### config.mk
export PLATFORM = sky130hd
export DESIGN_NAME = lru_key_value_cache
export DESIGN_NICKNAME = d
export VERILOG_FILES = /design/src/hw/rtl/lkv_pkg.sv /design/src/hw/rtl/lru_key_value_cache.sv /design/src/hw/rtl/lkv_slot.sv
export SDC_FILE = /design/constraint.sdc
export NUM_CORES = 2
export LEC_CHECK = 0
export ABC_AREA = 0
export ABC_CLOCK_PERIOD_IN_PS = 7330
export BUFFER_PORTS_ARGS = -buffer_cell sky130_fd_sc_hd__buf_2
export CAP_MARGIN = 5
export CORE_MARGIN = 5
export CORE_UTILIZATION = 27
export DETAILED_ROUTE_END_ITERATION = 12
export PLACE_DENSITY_LB_ADDON = 0.2
export RECOVER_POWER = 100
export SKIP_CTS_REPAIR_TIMING = 1
export SYNTH_ARGS = -nofsm -noshare
export SYNTH_HDL_FRONTEND = slang
export SYNTH_SLANG_ARGS = --single-unit
### constraint.sdc
create_clock -name clk -period 7.33 [get_ports clk]
set_input_delay 0.733 -clock clk [delete_from_list [all_inputs] [get_ports clk]]
set_output_delay 0.733 -clock clk [all_outputs]
set_load 0.005 [all_outputs]
### src/hw/rtl/lkv_pkg.sv
// lkv_pkg: shared sizes, types and codes for the lru key-value cache
// depends on nothing; used by lkv_slot and lru_key_value_cache
`timescale 1ns / 1ps
`default_nettype none

package lkv_pkg;

  localparam int ENTRIES = 16;
  localparam int RANK_W  = $clog2(ENTRIES);
  localparam int OCC_W   = $clog2(ENTRIES + 1);
  localparam int CAP_W   = 5;
  localparam int DATA_W  = 32;
  localparam int CMP_W   = ((OCC_W > CAP_W) ? OCC_W : CAP_W) + 1;

  localparam logic [CAP_W-1:0] CAP_RESET = CAP_W'(16);

  // request codes
  localparam logic REQ_GET = 1'b0;
  localparam logic REQ_PUT = 1'b1;

  typedef logic [RANK_W-1:0]        rank_t;
  typedef logic [OCC_W-1:0]         occ_t;
  typedef logic [CAP_W-1:0]         cap_t;
  typedef logic [CMP_W-1:0]         cmp_t;
  typedef logic signed [DATA_W-1:0] data_t;
  typedef logic [ENTRIES-1:0]       vec_t;

  // broadcast from the control logic to every slot
  typedef struct packed {
    logic  touch;        // request hit: refresh the matching slot
    logic  insert;       // put miss: insert a new key
    logic  put;          // request is a put
    logic  evict;        // insert must drop the least recent entry
    rank_t hit_rank;     // rank of the hit slot
    rank_t victim_rank;  // rank of the least recent entry
    data_t key;
    data_t value;
  } cmd_t;

endpackage

`default_nettype wire

### src/hw/rtl/lru_key_value_cache.sv
// lru_key_value_cache: fully associative key-value cache with lru replacement
// depends on lkv_pkg and lkv_slot
`timescale 1ns / 1ps
`default_nettype none

// usage
//   request channel: drive req_type, key, value and raise start; a word is
//     taken at every rising edge with start high and busy low. busy stays
//     low, so one word can be taken every cycle
//   result channel: done is high for exactly one cycle per request, with
//     found and read_value valid in that cycle. the receiver cannot stall
//     it, so it must sample the word while done is high
//   latency: a word taken at edge n shows its result in the cycle after
//     edge n+1 (two register stages: request register, result register)
//   throughput: one request per cycle. all slots compare keys and update
//     ranks in parallel in the cycle after the request register, so the
//     next request already sees the updated recency
//   configuration: cfg_we/cfg_wdata write capacity in one edge, only while
//     no request is in flight. capacity zero acts as one, above the entry
//     count it acts as the entry count. lowering it evicts nothing at once
//   reset: rst (synchronous) empties the cache, clears occupancy and any
//     request in flight and sets capacity to 16
//   get hit returns the value and refreshes recency; get miss and every put
//     return read_value zero; found tells whether the key was present
module lru_key_value_cache (
  input  wire logic                       clk,
  input  wire logic                       rst,
  input  wire logic                       start,
  output logic                            busy,
  input  wire logic                       req_type,
  input  wire logic signed [31:0]         key,
  input  wire logic signed [31:0]         value,
  output logic                            done,
  output logic                            found,
  output logic signed [31:0]              read_value,
  input  wire logic                       cfg_we,
  input  wire logic [lkv_pkg::CAP_W-1:0]  cfg_wdata
);

  // configuration and occupancy
  lkv_pkg::cap_t  capacity;
  lkv_pkg::occ_t  occ;
  lkv_pkg::occ_t  occ_next;

  // request register
  logic           q_valid;
  logic           q_put;
  lkv_pkg::data_t q_key;
  lkv_pkg::data_t q_value;

  // slot side
  lkv_pkg::cmd_t  cmd;
  lkv_pkg::vec_t  slot_valid;
  lkv_pkg::vec_t  slot_match;
  lkv_pkg::vec_t  slot_victim;
  lkv_pkg::vec_t  free_vec;
  lkv_pkg::vec_t  pick;
  lkv_pkg::rank_t slot_rank [lkv_pkg::ENTRIES];
  lkv_pkg::data_t slot_value [lkv_pkg::ENTRIES];

  // lookup results
  logic           hit;
  lkv_pkg::rank_t hit_rank;
  lkv_pkg::data_t hit_value;
  lkv_pkg::cmp_t  cap_x;
  lkv_pkg::cmp_t  occ_x;
  lkv_pkg::cmp_t  eff_cap;
  logic           need_evict;

  // every request finishes in one pass, so there is never back-pressure
  assign busy = 1'b0;

  // request register
  always_ff @(posedge clk) begin
    if (rst) begin
      q_valid <= 1'b0;
    end else begin
      q_valid <= start && !busy;
    end
  end

  always_ff @(posedge clk) begin
    if (start && !busy) begin
      q_put   <= (req_type == lkv_pkg::REQ_PUT);
      q_key   <= key;
      q_value <= value;
    end
  end

  // capacity register
  always_ff @(posedge clk) begin
    if (rst) begin
      capacity <= lkv_pkg::CAP_RESET;
    end else if (cfg_we) begin
      capacity <= cfg_wdata;
    end
  end

  // keys are unique among valid slots, so an or-mux picks the hit slot
  always_comb begin
    hit_rank  = '0;
    hit_value = '0;
    for (int i = 0; i < lkv_pkg::ENTRIES; i++) begin
      if (slot_match[i]) begin
        hit_rank  = hit_rank | slot_rank[i];
        hit_value = hit_value | slot_value[i];
      end
    end
  end

  assign hit = |slot_match;

  // clamp capacity to 1 .. entries
  always_comb begin
    cap_x = lkv_pkg::cmp_t'(capacity);
    occ_x = lkv_pkg::cmp_t'(occ);
    if (cap_x == '0) begin
      eff_cap = lkv_pkg::cmp_t'(1);
    end else if (cap_x > lkv_pkg::cmp_t'(lkv_pkg::ENTRIES)) begin
      eff_cap = lkv_pkg::cmp_t'(lkv_pkg::ENTRIES);
    end else begin
      eff_cap = cap_x;
    end
  end

  assign need_evict = ((occ_x + lkv_pkg::cmp_t'(1)) > eff_cap) ||
                      (occ_x >= lkv_pkg::cmp_t'(lkv_pkg::ENTRIES));

  // command broadcast to the slots
  always_comb begin
    cmd.touch       = q_valid && hit;
    cmd.insert      = q_valid && q_put && !hit;
    cmd.put         = q_put;
    cmd.evict       = need_evict;
    cmd.hit_rank    = hit_rank;
    // ranks of valid slots run 0 .. occ-1, so the oldest holds occ-1
    cmd.victim_rank = lkv_pkg::rank_t'(occ - lkv_pkg::occ_t'(1));
    cmd.key         = q_key;
    cmd.value       = q_value;
  end

  // new key goes to the lowest free slot, counting the one being evicted
  assign free_vec = ~(slot_valid & ~slot_victim);
  assign pick     = cmd.insert ? (free_vec & (~free_vec + lkv_pkg::vec_t'(1))) : '0;

  for (genvar i = 0; i < lkv_pkg::ENTRIES; i++) begin : g_slot
    lkv_slot u_slot (
      .clk    (clk),
      .rst    (rst),
      .cmd    (cmd),
      .pick   (pick[i]),
      .valid  (slot_valid[i]),
      .rank   (slot_rank[i]),
      .value  (slot_value[i]),
      .match  (slot_match[i]),
      .victim (slot_victim[i])
    );
  end

  // occupancy: an insert adds one unless it also evicts
  always_comb begin
    occ_next = occ;
    if (cmd.insert && !need_evict) begin
      occ_next = occ + lkv_pkg::occ_t'(1);
    end
  end

  always_ff @(posedge clk) begin
    if (rst) begin
      occ <= '0;
    end else begin
      occ <= occ_next;
    end
  end

  // result register
  always_ff @(posedge clk) begin
    if (rst) begin
      done <= 1'b0;
    end else begin
      done <= q_valid;
    end
  end

  always_ff @(posedge clk) begin
    if (q_valid) begin
      found      <= hit;
      read_value <= (!q_put && hit) ? hit_value : '0;
    end
  end

endmodule

`default_nettype wire

### src/hw/rtl/lkv_slot.sv
// lkv_slot: one cache entry with its key compare and recency rank update
// depends on lkv_pkg
`timescale 1ns / 1ps
`default_nettype none

module lkv_slot (
  input  wire logic          clk,
  input  wire logic          rst,
  input  wire lkv_pkg::cmd_t cmd,
  input  wire logic          pick,
  output logic               valid,
  output lkv_pkg::rank_t     rank,
  output lkv_pkg::data_t     value,
  output logic               match,
  output logic               victim
);

  lkv_pkg::data_t key;

  assign match  = valid && (key == cmd.key);
  assign victim = valid && cmd.evict && (rank == cmd.victim_rank);

  always_ff @(posedge clk) begin
    if (rst) begin
      valid <= 1'b0;
      rank  <= '0;
    end else if (cmd.touch) begin
      if (match) begin
        rank <= '0;
      end else if (valid && (rank < cmd.hit_rank)) begin
        rank <= rank + lkv_pkg::rank_t'(1);
      end
    end else if (cmd.insert) begin
      if (pick) begin
        valid <= 1'b1;
        rank  <= '0;
      end else if (victim) begin
        valid <= 1'b0;
        rank  <= '0;
      end else if (valid) begin
        rank <= rank + lkv_pkg::rank_t'(1);
      end
    end
  end

  // payload
  always_ff @(posedge clk) begin
    if (cmd.touch && match && cmd.put) begin
      value <= cmd.value;
    end else if (cmd.insert && pick) begin
      key   <= cmd.key;
      value <= cmd.value;
    end
  end

endmodule

`default_nettype wire
## After elaboration in Yosys (flattened, before gate mapping)

Cells that the tools add are included.

- Bits of input ports: 74
- Output and inout port bits: 35
- Flip-flop bits (word level): 1,214

- Add/sub/neg operators: 20
- Mux-type cells: 211
- Reduce and logical (&&, ||, !) cells: 220
- Bitwise operators: 52
- Order comparisons: 19
- Eq/ne operators: 48

Operators by type and width:

| cell | count |
|---|---|
| two-way mux 32 bit | 48 |
| equality test 32 bit | 16 |
| two-way mux 4 bit | 128 |
| OR 32 bit | 15 |
| logical AND 1 bit | 117 |
| AND reduction 3 bit | 32 |
| nonzero test 2 bit | 33 |
| adder 4 x 1 -> 4 bit (second input constant) | 16 |
| equality test 4 bit | 16 |
| less-than comparator 4 bit | 16 |
| nonzero test 4 bit | 16 |
| OR 4 bit | 15 |
| NOT 16 bit | 3 |
| inequality test 3 x 1 -> 1 bit (second input constant) | 15 |
| AND 16 bit | 2 |
| two-way mux 1 bit | 32 |
| AND reduction 2 bit | 16 |
| NOT 1 bit | 17 |
| adder 16 x 1 -> 16 bit (second input constant) | 1 |
| two-way mux 16 bit | 1 |
| OR reduction 16 bit | 1 |
| two-way mux 5 bit | 2 |
| adder 5 x 1 -> 6 bit (second input constant) | 1 |
| greater-than comparator 6 bit | 1 |
| 8 further kinds | 10 |

## Depth between registers and ports, before layout

- Word-level depth: 38
- Gate-level depth with buffers: 21
- Depth with buffers taken out: 17

## Hierarchy

Synthesis repeated with hierarchy kept, for this count alone.

- Cell total of the unflattened synthesis: 3,252
- Area total of the unflattened synthesis: 51,117.8 µm²

By module, submodules not included:

| module | seq. area each (µm²) | area each (µm²) | instances | cells an instance |
|---|---|---|---|---|
| lkv_slot | 2,021.9 | 2,743.9 | 16 | 162 |
| lru_key_value_cache | 3,183.1 | 7,215.7 | 1 | 660 |

## Least setup slack after synthesis

OpenSTA, ideal clock, no wires.

- Path kind: reg-to-reg
- From: reg occ[0]
- To: reg g_slot[12].u_slot.value[0], enable pin
- Data arrival time: 6.034 ns
- Setup time: 0.388 ns
- Cell stages (with the launch flop): 17
- Data required time: 6.942 ns
- Path buffers: 4
- Setup slack: 0.909 ns
- Clock period less this slack: 6.421 ns
- Path through: dfxtp_1 buf_2 buf_1 inv_1 ha_1 clkbuf_1 xnor2_1 nor3_1 and3_1 or4_1 o22ai_2 and2_1 buf_4 nand3_1 or2_2 a21oi_1 a21o_1

RTL lines:

| item | line | RTL |
|---|---|---|
| start, declared | lru_key_value_cache.sv:42 | `lkv_pkg::occ_t occ;` |
| start signal, assigned | lru_key_value_cache.sv:172 | `occ <= occ_next;` |
| end signal, assigned | lkv_slot.sv:49 | `value <= cmd.value;` |
| end signal, assigned | lkv_slot.sv:52 | `value <= cmd.value;` |
| end, declared | lkv_slot.sv:13 | `output lkv_pkg::data_t value,` |

## Worst setup path in the final report

- From: reg q_key[0]
- To: reg g_slot[6].u_slot.key[5], enable pin

- Longest elaborated chain between the ends: 8
- Elaborated cells between the ends (all ways): 42

RTL lines:

| item | line | RTL |
|---|---|---|
| start, declared | lru_key_value_cache.sv:48 | `lkv_pkg::data_t q_key;` |
| start signal, assigned | lru_key_value_cache.sv:85 | `q_key <= key;` |
| equality test 32 bit | lkv_slot.sv:20 | `assign match = valid && (key == cmd.key);` |
| logical AND 1 bit | lkv_slot.sv:20 |  |
| OR reduction 16 bit | lru_key_value_cache.sv:111 | `assign hit = \|slot_match;` |
| logical NOT 1 bit / logical AND 1 bit (equally long branches) | lru_key_value_cache.sv:132, lru_key_value_cache.sv:131 |  |
| logical AND 1 bit, on equally long branches | lru_key_value_cache.sv:132, lkv_slot.sv:48 |  |
| two-way mux 16 bit / logical AND 1 bit (equally long branches) | lru_key_value_cache.sv:144, lkv_slot.sv:48 |  |
| logical AND 1 bit / NOT 1 bit (equally long branches) | -- |  |
| AND reduction 2 bit (no source line) * | -- |  |
| end signal, assigned | lkv_slot.sv:51 | `key <= cmd.key;` |
| end, declared | lkv_slot.sv:18 | `lkv_pkg::data_t key;` |

Mark *: on every way between the ends. The rest lies on a longest branch, timed or not.
A chain may end at the register's enable or synchronous reset.

==> reports/results.ini <==
[grt]
grt_pass1_wl_mm = 233
grt_max_degree = 57
grt_remaining_overflow = 0
antenna_found_initial = 1
grtUsageTotal_pct = 16.3
grt_pass1_vias = 30000

[route]
routed_wirelength_mm = 165
drc = 0
routed_via_density = 4.94
first_pass_iters = 8
antenna_left = 0
wl_per_cell_um = 26.6
dr.first_iter.drc_count = 2623
routed-via-count = 30600

[outcome]
status = complete, but fails checks
violations = capacitance limit, slew limit

[worst_setup_path]
critical_path_required_ns = 7.71
worstSetupStartpointType = flop
worstSetupPathType = flop to flop
cp.arrival_ns = 6.71
cp-end-kind = flop
path_max_fanout = 32

[clocking]
clockRootBuffer = clkbuf_16
clockBufferDepth = 3
cts_tree = built
cts.sinks = 1214
numCtsBuffers = 135
cts_htree_levels = 4
clk_pin_slew_worst_paths_ns = 0.06
clock_latency_ns = 0.78

[synth]
synthFlopType = edfxtp_1
netlist_area_um2 = 50800
syn-num-nets = 3501
synthTopCellsByArea = edfxtp_1 66%, xnor2_1 8.6%, dfxtp_1 3.6%
async_flop_share_pct = 0
yosys.cell_types.count = 79
synth_top_area_share_pct = 66.3
synth.avg_cell_area_um2 = 15.1
syn_inst = 3356
synth_seq_cells = 1214
yosysWarnings = 0
synth-edff-count = 1122
seq_area_frac_synth_pct = 69.9
synth_top_area_cell = edfxtp_1

[final_layout]
layout-drive-gt1-share_pct = 10.8
final_cell_mix = 1,122 x edfxtp_1, 501 x xnor2_1, 143 x nand4_1, 135 x clkbuf_16, 135 x clkbuf_1
area_growth_pct = 16.2
final_common_cell = edfxtp_1
layout.nets = 3733
final_cell_area_um2 = 59000
final_util_pct = 31.5

[timing]
maxSlewViolCount = 248
tightest_slew_ns = 3.67
fin_crit_sh_pct = 86.5
hold-worst-slack_ns = 0.122
fmax_mhz = 158
finalSetupTns_ns = 0
max_slew_margin_pct = -145
grt_setup_unrepaired = no
setup_slack_ns = 0.992
period_minus_slack_ns = 6.34
final.setup_skew_ns = 0.0293
hold_violations = 0
setup_viol = 0

[pwr]
p_sw_share_pct = 22.6
vdd.ir_drop.worst_mv = 0.165
power_leakage_nw = 18.0
power_frac_comb_pct = 4.3
pwr-share-seq_pct = 52.0
p_int_w = 0.0116
p_sw_w = 0.00340
power.density_nw_per_um2 = 255
pwr-share-clk_pct = 43.7

[job]
maxCapViolCount = 9

[die]
die_area_um2 = 197000
start_util_pct = 27.1
row_count = 159
ios = 109
die_y_um = 444
die_x_um = 444
core_um2 = 187000

[hold_path]
hp-class = primary input to flop

[placement]
placed_area_um2 = 55200
dpl_worst_slack_ns = 1.52
gp_congestion = 0.873
hpwl_mm = 105
portBuffers = 107

==> power groups by stage <==
stage / registers [W] / logic (W) / clock network (W)
after global placement: 0.00796 / 0.000688 / 0
after CTS: 0.00781 / 0.000687 / 0.00676
after global routing: 0.00782 / 0.000700 / 0.00707
after detailed placement: 0.00796 / 0.000684 / 0
after floorplan: 0.00790 / 0.000377 / 0
final: 0.00781 / 0.000647 / 0.00657
==> routing by layer <==
layer	part of all wire, %	GRT usage [%]
met5	0	0
met4	2.3	4.10
met1	46	22.9
met2	47	26.4
met3	4.7	2.63
==> layout make-up <==
type                    instances  area, um2
fillers                     18400     128000
flip-flops and latches       1214      35500
multi-input cells            1909      14400
clock buffers                 168       3540
well taps                    2495       3120
repair buffers                264       1510
clock inverters                74        698
inverters                      64        240
diodes                          6       15.0
==> sequential cells by signal, indices dropped and copies added (netlist names) <==
signal               flops
q_put                    1
read_value              32
capacity                 5
q_value                 32
found                    1
occ                      5
q_key                   32
g_slot.u_slot.valid     16
g_slot.u_slot.key      512
g_slot.u_slot.value    512
g_slot.u_slot.rank      64
done                     1
q_valid                  1
==> final timing paths <==
check,from,depth (start not counted),end,slack (ns)
hold / removal,value[8],1,q_value[8],0.12
setup reg to reg,q_key[0],13,g_slot[6].u_slot.key[5],0.99
hold reg to reg,capacity[0],2,capacity[0],0.52
setup / recovery,q_key[0],13,g_slot[6].u_slot.key[5],0.99
==> through the flow <==
stage	total power, W	cells
floorplan	0.00828	3356
detailed placement	0.00864	5946
global placement	0.00865	5946
global route	0.0156	6193
finish	0.0150	6194
CTS	0.0153	6188
==> critical path, cell delays in order, from the launching register on <==
cell and delay, ns:
edfxtp_1 0.32, clkbuf_1 1.16, buf_4 0.49, xnor2_1 0.12, nand4_1 0.15, nor2_1 0.08, and4_2 0.48, nor4_1 0.51
and4_1 0.29, inv_1 0.23, nor2_1 0.64, nand2_1 0.16, a21oi_1 0.36, clkbuf_2 0.84
==> cells in the mapped netlist (18+ instances only) <==
| library cell | instances |
|---|---|
| nand2_1 | 85 |
| nor4_1 | 46 |
| and3_1 | 50 |
| nor2b_1 | 18 |
| a31oi_1 | 35 |
| edfxtp_1 | 1122 |
| xor2_1 | 64 |
| nand4_1 | 142 |
| nand3_1 | 69 |
| o21ai_0 | 43 |
| inv_1 | 64 |
| nor2_1 | 96 |
| a22o_1 | 102 |
| dfxtp_1 | 92 |
| a21o_1 | 19 |
| xnor2_1 | 501 |
| a22oi_1 | 80 |
| nor3_1 | 37 |
| mux2i_1 | 19 |
| a21oi_1 | 82 |
| a221oi_1 | 101 |
| ha_1 | 71 |
| buf_2 | 69 |
| clkbuf_1 | 78 |
| o21a_1 | 21 |
==> cells by family (layout without fill, tap and decap cells) <==
group,Yosys count,count (layout),share of synthesized area (%)
and+or+nand+nor,651,651,7.13
DFF,1214,1214,69.9
adders and majority gates,71,71,1.75
muxes,23,23,0.463
AOI/OAI and AO/OA,589,589,8.66
xor gates and xnor gates,574,574,10.1
buffers and inverters,233,570,1.94
other,1,7,0.00738
No activity file was read; power rests on OpenSTA's default activity.
